==> config.mk <==
export PLATFORM = sky130hd
export DESIGN_NAME = cmcf_seq
export DESIGN_NICKNAME = d
export VERILOG_FILES = /design/src/hw/rtl/cmcf_pkg.sv /design/src/hw/rtl/cmcf_seq.sv
export SDC_FILE = /design/constraint.sdc
export NUM_CORES = 1
export LEC_CHECK = 0
export BUFFER_PORTS_ARGS = -buffer_cell sky130_fd_sc_hd__buf_2
export CAP_MARGIN = 0
export CELL_PAD_IN_SITES_DETAIL_PLACEMENT = 0
export CELL_PAD_IN_SITES_GLOBAL_PLACEMENT = 1
export CORE_MARGIN = 2
export CORE_UTILIZATION = 40
export CTS_CLUSTER_SIZE = 16
export DETAILED_ROUTE_END_ITERATION = 10
export GPL_ROUTABILITY_DRIVEN = 1
export HOLD_SLACK_MARGIN = 0.03
export PLACE_DENSITY = 0.73
export SLEW_MARGIN = 20
export SYNTH_ARGS = -nofsm -noshare
export SYNTH_HDL_FRONTEND = slang
export SYNTH_SLANG_ARGS = --single-unit
==> constraint.sdc <==
create_clock -name aclk -period 5.6 [get_ports aclk]
set_input_delay 0 -clock aclk [delete_from_list [all_inputs] [get_ports aclk]]
set_output_delay 0 -clock aclk [all_outputs]
set_load 0.02 [all_outputs]
==> src/hw/rtl/cmcf_pkg.sv <==
package cmcf_pkg;

    // Vertex numbers and the vertex count share one fixed field width.
    localparam int VTX_W = 7;
    // floor(n/3) for n < 128 never exceeds 42.
    localparam int QUOTA_W = 6;
    // floor(n/3) == (n * 171) >> 9 for every n below 128.
    localparam int RECIP_MUL   = 171;
    localparam int RECIP_SHIFT = 9;
    localparam int PROD_W      = 16;
    localparam logic [VTX_W-1:0] VCOUNT_RESET = 7'd64;

    typedef enum logic {
        OP_EDGE   = 1'b0,
        OP_FINISH = 1'b1
    } cmcf_op_t;

    typedef enum logic [2:0] {
        ST_IDLE,
        ST_EDGE_B,
        ST_SCAN_RD,
        ST_SCAN_EVAL,
        ST_EMIT,
        ST_EMIT_EMPTY
    } cmcf_state_t;

    typedef struct packed {
        logic wr_en;
        logic rd_en;
        logic clr_all;
    } cmcf_mem_ctl_t;

    typedef struct packed {
        logic             valid;
        logic [VTX_W-1:0] vertex;
        logic             last;
        logic             empty;
    } cmcf_emit_t;

endpackage

==> src/hw/rtl/cmcf_seq.sv <==
module cmcf_seq #(
    parameter int MAX_VERTICES = 64
) (
    input  logic                            aclk,
    input  logic                            aresetn,
    input  logic                            in_valid,
    output logic                            in_ready,
    input  logic                            in_op,
    input  logic [cmcf_pkg::VTX_W-1:0]      first_v,
    input  logic [cmcf_pkg::VTX_W-1:0]      second_v,
    input  logic [cmcf_pkg::VTX_W-1:0]      n_eff,
    input  logic [cmcf_pkg::QUOTA_W-1:0]    quota,
    input  logic                            out_free,
    output cmcf_pkg::cmcf_emit_t            emit,
    output cmcf_pkg::cmcf_mem_ctl_t         mem_ctl,
    output logic [$clog2(MAX_VERTICES)-1:0] wr_addr,
    output logic [$clog2(MAX_VERTICES)-1:0] bit_idx,
    output logic [$clog2(MAX_VERTICES)-1:0] rd_addr,
    input  logic [MAX_VERTICES-1:0]         rd_row
);
    import cmcf_pkg::*;

    localparam int IDX_W = $clog2(MAX_VERTICES);
    localparam int CMP_W = (IDX_W + 1 > VTX_W) ? IDX_W + 1 : VTX_W;
    localparam logic [CMP_W-1:0] MAXV = CMP_W'(MAX_VERTICES);

    cmcf_state_t state_reg, state_next;

    logic [IDX_W-1:0]        a_reg, a_next;
    logic [IDX_W-1:0]        b_reg, b_next;
    logic [VTX_W-1:0]        n_reg, n_next;
    logic [QUOTA_W-1:0]      quota_reg, quota_next;
    logic [MAX_VERTICES-1:0] live_reg, live_next;
    logic [MAX_VERTICES-1:0] removed_reg, removed_next;
    logic [VTX_W-1:0]        j_reg, j_next;
    logic [QUOTA_W-1:0]      pairs_reg, pairs_next;
    logic [QUOTA_W-1:0]      cnt_reg, cnt_next;

    logic                    accept;
    logic                    is_finish;
    logic                    edge_ok;
    logic [IDX_W-1:0]        a_idx;
    logic [IDX_W-1:0]        b_idx;
    logic                    quota_zero;
    logic [IDX_W-1:0]        j_idx;
    logic [MAX_VERTICES-1:0] j_hot;
    logic [MAX_VERTICES-1:0] cand;
    logic                    cand_any;
    logic [IDX_W-1:0]        k_idx;
    logic [MAX_VERTICES-1:0] surv;
    logic                    surv_any;
    logic [IDX_W-1:0]        s_idx;
    logic                    scan_done;
    logic                    last_emit;

    assign in_ready  = (state_reg == ST_IDLE);
    assign accept    = in_valid && in_ready;
    assign is_finish = (cmcf_op_t'(in_op) == OP_FINISH);

    assign edge_ok = (first_v != '0) && (CMP_W'(first_v) <= MAXV)
                  && (second_v != '0) && (CMP_W'(second_v) <= MAXV)
                  && (first_v != second_v);
    assign a_idx = IDX_W'(first_v - VTX_W'(1));
    assign b_idx = IDX_W'(second_v - VTX_W'(1));
    assign quota_zero = (n_eff < VTX_W'(3));

    assign j_idx = IDX_W'(j_reg);
    assign j_hot = MAX_VERTICES'(1) << j_idx;
    assign cand  = ~rd_row & ~removed_reg & live_reg & ~j_hot;
    assign surv  = live_reg & ~removed_reg;
    assign cand_any = |cand;
    assign surv_any = |surv;

    assign scan_done = (j_reg == n_reg) || (pairs_reg == quota_reg);
    assign last_emit = (cnt_reg == quota_reg - QUOTA_W'(1));

    // Lowest set bit of the candidate and survivor vectors.
    always_comb begin
        k_idx = '0;
        s_idx = '0;
        for (int i = MAX_VERTICES - 1; i >= 0; i--) begin
            if (cand[i]) begin
                k_idx = IDX_W'(i);
            end
            if (surv[i]) begin
                s_idx = IDX_W'(i);
            end
        end
    end

    always_comb begin
        state_next = state_reg;
        case (state_reg)
            ST_IDLE: begin
                if (accept) begin
                    if (is_finish) begin
                        state_next = quota_zero ? ST_EMIT_EMPTY : ST_SCAN_RD;
                    end else if (edge_ok) begin
                        state_next = ST_EDGE_B;
                    end
                end
            end
            ST_EDGE_B: begin
                state_next = ST_IDLE;
            end
            ST_SCAN_RD: begin
                if (scan_done) begin
                    state_next = ST_EMIT;
                end else if (!removed_reg[j_idx]) begin
                    state_next = ST_SCAN_EVAL;
                end
            end
            ST_SCAN_EVAL: begin
                state_next = ST_SCAN_RD;
            end
            ST_EMIT: begin
                if (out_free && last_emit) begin
                    state_next = ST_IDLE;
                end
            end
            ST_EMIT_EMPTY: begin
                if (out_free) begin
                    state_next = ST_IDLE;
                end
            end
            default: begin
                state_next = ST_IDLE;
            end
        endcase
    end

    always_comb begin
        mem_ctl = '0;
        emit    = '0;
        wr_addr = b_reg;
        bit_idx = a_reg;
        rd_addr = j_idx;
        case (state_reg)
            ST_IDLE: begin
                mem_ctl.wr_en = accept && !is_finish && edge_ok;
                wr_addr       = a_idx;
                bit_idx       = b_idx;
            end
            ST_EDGE_B: begin
                mem_ctl.wr_en = 1'b1;
            end
            ST_SCAN_RD: begin
                mem_ctl.rd_en = !scan_done && !removed_reg[j_idx];
            end
            ST_EMIT: begin
                emit.valid      = out_free;
                emit.vertex     = VTX_W'(s_idx) + VTX_W'(1);
                emit.last       = last_emit;
                mem_ctl.clr_all = out_free && last_emit;
            end
            ST_EMIT_EMPTY: begin
                emit.valid      = out_free;
                emit.last       = 1'b1;
                emit.empty      = 1'b1;
                mem_ctl.clr_all = out_free;
            end
            default: begin
                mem_ctl = '0;
            end
        endcase
    end

    always_comb begin
        a_next       = a_reg;
        b_next       = b_reg;
        n_next       = n_reg;
        quota_next   = quota_reg;
        live_next    = live_reg;
        removed_next = removed_reg;
        j_next       = j_reg;
        pairs_next   = pairs_reg;
        cnt_next     = cnt_reg;
        case (state_reg)
            ST_IDLE: begin
                if (accept) begin
                    a_next     = a_idx;
                    b_next     = b_idx;
                    n_next     = n_eff;
                    quota_next = quota;
                    j_next     = '0;
                    pairs_next = '0;
                    cnt_next   = '0;
                    for (int i = 0; i < MAX_VERTICES; i++) begin
                        live_next[i] = (i < int'(n_eff));
                    end
                end
            end
            ST_SCAN_RD: begin
                if (!scan_done && removed_reg[j_idx]) begin
                    j_next = j_reg + VTX_W'(1);
                end
            end
            ST_SCAN_EVAL: begin
                if (cand_any) begin
                    removed_next = removed_reg | j_hot | (MAX_VERTICES'(1) << k_idx);
                    pairs_next   = pairs_reg + QUOTA_W'(1);
                end
                j_next = j_reg + VTX_W'(1);
            end
            ST_EMIT: begin
                if (out_free) begin
                    removed_next[s_idx] = 1'b1;
                    cnt_next            = cnt_reg + QUOTA_W'(1);
                    if (last_emit) begin
                        removed_next = '0;
                    end
                end
            end
            ST_EMIT_EMPTY: begin
                if (out_free) begin
                    removed_next = '0;
                end
            end
            default: begin
                j_next = j_reg;
            end
        endcase
    end

    always_ff @(posedge aclk) begin
        if (!aresetn) begin
            state_reg   <= ST_IDLE;
            removed_reg <= '0;
            pairs_reg   <= '0;
            quota_reg   <= '0;
            cnt_reg     <= '0;
        end else begin
            state_reg   <= state_next;
            removed_reg <= removed_next;
            pairs_reg   <= pairs_next;
            quota_reg   <= quota_next;
            cnt_reg     <= cnt_next;
        end
    end

    always_ff @(posedge aclk) begin
        a_reg    <= a_next;
        b_reg    <= b_next;
        n_reg    <= n_next;
        live_reg <= live_next;
        j_reg    <= j_next;
    end

`ifndef SYNTH
    a_partner_differs: assert property (@(posedge aclk) disable iff (!aresetn)
        (state_reg == ST_SCAN_EVAL && cand_any) |-> (k_idx != j_idx))
        else $error("vertex paired with itself");

    a_survivor_exists: assert property (@(posedge aclk) disable iff (!aresetn)
        (emit.valid && !emit.empty) |-> surv_any)
        else $error("result emitted with no surviving vertex");

    a_marks_cleared: assert property (@(posedge aclk) disable iff (!aresetn)
        (emit.valid && emit.last) |=> (removed_reg == '0))
        else $error("removal marks not cleared after finish");
`endif

endmodule

# Word level (Yosys, flattened, before mapping)
# Index checks and enable logic that the tools add are counted.
# word_totals
output_inout_bits,32
regBits,175
in_bits,96
wordCells,309
# op_classes
bitwise_logic,10
eq_ne,17
n_reduce_logical,30
mux,163
shift,2
n_addsub,7
n_lt_le_gt_ge,70
# ops
cell,n
$mux W6,133
$and A64 B64 Y64,4
$mux W64,4
$lt A6 B7 Y1 const A,32
$not A64 Y64,3
$or A64 B64 Y64,3
$pmux W64 S3,1
$shl A1 B6 Y64 const A,2
$lt A5 B7 Y1 const A,16
$reduce_or A64 Y1,1
$lt A4 B7 Y1 const A,8
$lt A3 B7 Y1 const A,4
$mux W3,8
$pmux W6 S2,2
$mux W7,3
$pmux W7 S3,1
$sub A6 B1 Y6 const B,3
$pmux W3 S5,1
$le A7 B7 Y1 const B,2
$lt A1 B7 Y1 const A,2
$lt A2 B7 Y1 const A,2
$lt A6 B7 Y1 const B,2
$reduce_bool A7 Y1,2
$add A6 B1 Y6 const B,2
other kinds (29),58

# Depth between registers and ports, before layout
# Gate-level depths: netlist (run 1).
# logic_depth
ltp_word,74
ltp_mapped,17
mapped_depth_nobuf,11

# Least setup slack after synthesis (run 1)
# OpenSTA, ideal clock, no wires.
# synth_timing
path_type,register -> register
start,reg state_reg[2]
end,reg pairs_reg[2]
arrival_ns,4.415
path_stages_with_launch,11
t_required_ns,5.534
setup_time_ns,0.066
n_path_buf,3
slack_ns,1.119
cell_sequence,dfxtp_1 -> clkbuf_1 -> or3_1 -> clkbuf_1 -> inv_1 -> nand2_1 -> inv_1 -> clkbuf_1 -> o21ai_1 -> xor2_1 -> nor2_1
# synth_via
elab_chain_len,4
elab_cells_between_ends,8
# synth_rtl
element,line_no,source
start: declaration,cmcf_seq.sv:27,"cmcf_state_t state_reg, state_next;"
start signal: assignment,cmcf_seq.sv:233,state_reg <= state_next;
$logic_not A3 Y1,"cmcf_seq.sv:56, cmcf_seq.sv:178",
$logic_and A1 B1 Y1,cmcf_seq.sv:57,assign accept = in_valid && in_ready;
$ne A2 B1 Y1 (no line),n/a,
$reduce_and A3 Y1 (no line),n/a,
end signal: assignment,cmcf_seq.sv:235,pairs_reg <= pairs_next;
end: declaration,cmcf_seq.sv:36,"logic [QUOTA_W-1:0] pairs_reg, pairs_next;"
# Several ways; a longest one is shown, not always the timed one.
# A chain may end at the register's enable or synchronous reset.

# Final worst setup path (run 1)
# layout_timing
start,reg j_reg[0]
end,reg removed_reg[50]
# layout_via
elab_chain_len,71
elab_cells_between_ends,75
# layout_rtl
element,line_no,source
start: declaration,cmcf_seq.sv:35,"logic [VTX_W-1:0] j_reg, j_next;"
start signal: assignment,cmcf_seq.sv:246,j_reg <= j_next;
$shl A1 B6 Y64 *,cmcf_seq.sv:68,assign j_hot = MAX_VERTICES'(1) << j_idx;
$not A64 Y64,cmcf_seq.sv:69,assign cand = ~rd_row & ~removed_reg & live_reg & ~j_hot;
$and A64 B64 Y64,cmcf_seq.sv:69,
$mux W6 (64 in series),cmcf_seq.sv:82,if (cand[i]) begin
$shl A1 B6 Y64,cmcf_seq.sv:200,removed_next = removed_reg | j_hot | (MAX_VERTICES'(1) << k_idx);
$or A64 B64 Y64,cmcf_seq.sv:200,
$mux W64,cmcf_seq.sv:199,if (cand_any) begin
$pmux W64 S3,cmcf_seq.sv:178,case (state_reg)
end signal: assignment,cmcf_seq.sv:234,removed_reg <= removed_next;
end: declaration,cmcf_seq.sv:34,"logic [MAX_VERTICES-1:0] removed_reg, removed_next;"
# Every way passes the cells marked *; elsewhere a longest branch is shown, timed or not. The select of a mux whose other input is x is not followed.

==> results.cfg, run 1 <==
[status]
status = finished, final reports clean

[logic_synthesis]
syn_area_per_cell_um2 = 8.18
synthCells = 1670
synth_top_area_share_pct = 19.6
netlist_top_cells_count = nand2_1, a21oi_1, nor2_1
muxShareOfSynthArea_pct = 3.46
synth_xor_area_share_pct = 3.40
synthDistinctLibCells = 87
synthSimpleGateAreaFrac_pct = 26.9
syn-num-nets = 1780
ys.warnings.count = 0
synth_edf_count = 89
synth_top_cell_by_area = edfxtp_1
netlist_area_um2 = 13700
seq_area_frac_synth_pct = 32.0
synthArstFlopShare_pct = 0
synthFlopType = edfxtp_1
synth_compound_area_share_pct = 28.0
synthAdderAreaFrac_pct = 1.28
synth_top_family_by_area = compound AO/OA/AOI/OAI gates
synthTopCellsByArea = edfxtp_1, dfxtp_1, a21oi_1
ys_ff_latch = 174
synth_most_common_cell = nand2_1

[drt]
wirelength_met1_mm = 27.1
vias = 15700
top_layer_used = met5
met3_length_mm = 8.20
ant_nets = 0
first_iter_violations = 2100
drc_errors = 0
wl_mm = 68.8
met2_length_mm = 28.7
viasPerCell = 6.98
first_pass_iters = 6
drt-wirelength-per-cell_um = 30.6

[clocking]
ctsLongestPathBuffers = 2
cts_buffers = 17
cts_hold_buf = 27
post_cts_resized = 0
clk_latency_ns = 0.45
path_clk_slew_ns = 0.08
post_cts_buffers = 0
cts_sinks = 174
tritoncts = done
cts_root_buf = clkbuf_16
cts-htree-levels = 4

[critical_path]
cp.arrival_ns = 5.29
cp-start-kind = register
critPathKind = reg -> reg
cp_slowest_stage_delay_ns = 0.67
worst_path_dominant_cell_family = simple AND/OR/NAND/NOR gates
cp_max_fo = 32
required_ns = 5.89
crit_buf_inv = 2
worst_path_max_delay_cell = or4_1
critPathCaptureType = register
path_cells = inv_1 -> ha_1 -> and3_1 -> a211oi_1 -> or4_1 -> or4_4 -> nor3_4 -> a21o_2 -> nand2_2 -> buf_4 -> o211ai_1 -> a221oi_1

[timing]
report.final.slew_viol_count = 0
max_clock_freq_mhz = 200
layout_worst_path_cycle_share_pct = 89.3
finalHoldViolations = 0
slew_headroom_pct = 25.5
worst_pin_slew_ns = 1.11
fin_crit_ns = 5.00
tns_ns = 0
clock_skew_ns = 0.0161
setup_viol = 0
rsz0062_at_grt = no

[pwr]
power_density_nw_per_um2 = 384
p_total_mw = 6.03
peakVddDrop_mv = 0.241
p_leak_nw = 5.42

[floorplan]
io-pin-count = 128
start_util_pct = 40.7
dieWidth_um = 189
die_h_um = 189
core_um2 = 33600
fp-row-count = 67
die_area_um2 = 35700

[place]
dp.cells = 2186
gp_congestion = 1.03
io_buffers = 127
hpwlAfterDp_mm = 51.9

[cells_and_area]
seq_area_um2 = 4370
drive_gt1_share_pct = 15.2
final_cells = 2245
multi_input_area_um2 = 8650
final_nets = 1894
num-fill-cells = 3327
antenna_cells = 0
largest_register_ff_count = 64
synthToLayoutAreaGrowth_pct = 14.9

[global_routing]
first_global_vias = 14300
antenna_found_initial = 2
overflow = 0
grt_max_degree = 59
grt_pass1_wl_mm = 98.4
grt_usage_pct = 37.7

[job]
max_cap_viol_count = 0

[hold_path]
hold_class = in -> reg
metrics by stage:
step | cell area [um^2] | setup slack, ns | hold WS [ns] | utilization, %
6_report | 15700 | 0.597 | 0.0609 | 46.7
5_1_grt | 15700 | 0.319 | 0.106 | 46.7
4_1_cts | 15700 | 0.740 | 0.0506 | 46.7
3_5_place_dp | 14900 | 0.753 | 0.252 | 44.2
3_3_place_gp | 14900 | 0.855 | 0.246 | 44.2
2_1_floorplan | 13700 | 1.12 | 0.0989 | -
path summary, 6_finish.rpt:
kind | startpoint | endpoint | slack [ns] | depth (start not counted)
setup / recovery | j_reg[0]$_SDFFCE_PN0P_ | removed_reg[50]$_SDFFE_PN0P_ | 0.60 | 12
hold / removal | second_v[1] | b_reg[5]$_DFFE_PP_ | 0.06 | 4
setup reg to reg | j_reg[0]$_SDFFCE_PN0P_ | removed_reg[50]$_SDFFE_PN0P_ | 0.60 | 12
hold reg to reg | cnt_reg[1]$_SDFFE_PN0P_ | cnt_reg[1]$_SDFFE_PN0P_ | 0.52 | 2
worst min-delay path: cells and delay by family:
family	cells	cell delay [ns]
xor gates and xnor gates	1	0.08
buffers and inverters	2	0.18
and+or+nand+nor	1	0.08
cell usage in the layout (no fill, tap or decap), types with 23 or more instances in the layout:
| cell | n |
|---|---|
| nand2_1 | 158 |
| buf_2 | 127 |
| a21oi_1 | 122 |
| nor2_1 | 113 |
| o21ai_0 | 109 |
| edfxtp_1 | 89 |
| dfxtp_1 | 85 |
| nand2b_1 | 78 |
| a211oi_1 | 76 |
| buf_4 | 67 |
| nand3_1 | 62 |
| nand4_1 | 62 |
| nor3_1 | 37 |
| a221oi_1 | 34 |
| inv_1 | 32 |
| nor4_1 | 32 |
| xor2_1 | 30 |
| a211o_1 | 30 |
| nor2b_1 | 29 |
| a2111oi_0 | 28 |
| dlygate4sd3_1 | 27 |
| xnor2_1 | 23 |
cell type report:
cell class	instances	share of cell area (%)
multi-input cells	1336	55.1
flip-flops and latches	174	27.9
repair buffers	221	8.97
well taps	448	3.57
clock buffers	19	2.76
clock inverters	13	0.893
inverters	34	0.821
cell families after synthesis:
family / count (synthesis)
buffers and inverters: 160
AOI/OAI and AO/OA: 562
and+or+nand+nor: 686
muxes: 21
DFF: 174
xor gates and xnor gates: 53
adders and majority gates: 14
per-layer routing:
metal,global-route usage [%],vias to the layer above
met1,50.4,7498
met4,21.8,4
met3,8.53,237
met2,56.0,1221
met5,0,-
li1,-,6700
power breakdown:
group / switching, mW / internal, mW / leakage, nW
clock: 0.552 / 0.660 / 0.269
sequential: 0.366 / 1.63 / 1.47
combinational: 1.95 / 0.873 / 3.68
Note: power is estimated with default switching activity, not from simulation.
==> inputs of run 2 (changes only) <==
--- a/config.mk
+++ b/config.mk
@@ -15,7 +15,7 @@
 export DETAILED_ROUTE_END_ITERATION = 10
 export GPL_ROUTABILITY_DRIVEN = 1
 export HOLD_SLACK_MARGIN = 0.03
-export PLACE_DENSITY = 0.73
+export PLACE_DENSITY = 0.77
 export SLEW_MARGIN = 20
 export SYNTH_ARGS = -nofsm -noshare
 export SYNTH_HDL_FRONTEND = slang
==> results.cfg, run 2 (synthesized netlist as in run 1, its figures left out) <==
[clocking]
cts-htree-levels = 4
post_cts_buffers = 0
tritoncts = done
cts_root_buf = clkbuf_16
path_clk_slew_ns = 0.08
cts_sinks = 174
cts_buffers = 17
ctsLongestPathBuffers = 2
clk_latency_ns = 0.45

[floorplan]
die_area_um2 = 35700
die_h_um = 189
core_um2 = 33600
start_util_pct = 40.7
dieWidth_um = 189
fp-row-count = 67
io-pin-count = 128

[place]
placed_cell_area_um2 = 14800
gp_congestion = 1.06
io_buffers = 127
hpwlAfterDp_mm = 49.8

[cells_and_area]
synthToLayoutAreaGrowth_pct = 14.5
utilization_pct = 46.5
num-fill-cells = 3369
final_common_cell = nand2_1
drive_gt1_share_pct = 15.1
seq_area_um2 = 4370
largest_register_ff_count = 64
final_cell_mix = nand2_1, buf_2, a21oi_1, nor2_1, o21ai_0
stdcell_area_um2 = 15600
final_nets = 1887
multi_input_area_um2 = 8650

[drt]
ant_nets = 0
drc_errors = 0
first_pass_iters = 6
wl_mm = 66.0
drt-wirelength-per-cell_um = 29.5
viasPerCell = 6.91
first_iter_violations = 2377
vias = 15500

[timing]
worst_pin_slew_ns = 1.23
layout_worst_path_cycle_share_pct = 92.3
tns_ns = 0
finalHoldViolations = 0
setup_viol = 0
clock_skew_ns = 0.0135
slew_headroom_pct = 17.3
fin_crit_ns = 5.17
max_clock_freq_mhz = 193
report.final.slew_viol_count = 0
hold-worst-slack_ns = 0.0622
rsz0062_at_grt = no

[pwr]
p_leak_nw = 5.39
peakVddDrop_mv = 0.220
power_density_nw_per_um2 = 380
p_total_mw = 5.95

[hold_path]
hold_class = in -> reg

[global_routing]
grt_usage_pct = 36.6
grt_max_degree = 66
first_global_vias = 14400
overflow = 0
antenna_found_initial = 0
grt_pass1_wl_mm = 96.3

[critical_path]
critPathCaptureType = register
cp_max_fo = 29
cp-start-kind = register
required_ns = 5.91
cp.arrival_ns = 5.48
critPathKind = reg -> reg

[job]
max_cap_viol_count = 0

[status]
status = finished, final reports clean
-- run 2: final cells by class --
cell class                      instances  share of cell area (%)
Antenna cell                            1                  0.0160
Clock buffer                           17                    2.72
Clock inverter                         15                   0.952
Inverter                               34                   0.824
Multi-Input combinational cell       1336                    55.3
Sequential cell                       174                    28.0
Tap cell                              448                    3.58
Timing Repair Buffer                  214                    8.67
-- run 2: where the power goes --
| part | leakage [nW] | switching (mW) | internal, mW | total (mW) |
|---|---|---|---|---|
| clock | 0.282 | 0.592 | 0.593 | 1.19 |
| sequential | 1.47 | 0.371 | 1.63 | 2.00 |
| combinational | 3.64 | 1.90 | 0.864 | 2.77 |
| total | 5.39 | 2.87 | 3.09 | 5.95 |
-- run 2: final timing paths --
path | from | endpoint | slack [ns] | cells past startpoint
setup / recovery | j_reg[0]$_SDFFCE_PN0P_ | removed_reg[62]$_SDFFE_PN0P_ | 0.43 | 14
hold reg to reg | pairs_reg[1]$_SDFFE_PN0P_ | pairs_reg[1]$_SDFFE_PN0P_ | 0.51 | 2
setup reg to reg | j_reg[0]$_SDFFCE_PN0P_ | removed_reg[62]$_SDFFE_PN0P_ | 0.43 | 14
hold / removal | first_v[1] | a_reg[5]$_DFFE_PP_ | 0.06 | 4
-- run 2: timing repair --
item	CTS	global route
hold endpoints to repair	29	0
gates resized for setup	0	0
hold buffers	27	0
-- run 2: stage by stage --
stage / setup WS [ns] / instances
5_1_grt: 0.271 / 2238
4_1_cts: 0.631 / 2237
3_5_place_dp: 0.665 / 2178
2_1_floorplan: 1.12 / 1670
3_3_place_gp: 0.790 / 2178
6_report: 0.429 / 2239
-- run 2: metal layers --
metal  vias up  routed length [um]  GRT usage, %
li1       6684                   -             -
met1      7372               25400          47.8
met2      1180               27400          54.0
met3       239                8140          8.94
met4         0                5040          23.3
met5         -                   0             0
-- run 2: critical path, cell delays in order, from the launching register on --
cell and delay (ns):
edfxtp_1 0.62, inv_1 0.13, ha_1 0.33, and3b_1 0.32
buf_4 0.24, a2111oi_0 0.92, nand4bb_1 0.31, nor4_1 0.07
buf_4 0.17, nor2b_1 0.20, a21oi_4 0.75, nor2_2 0.05
buf_4 0.26, a2111oi_0 0.49, a211oi_1 0.14
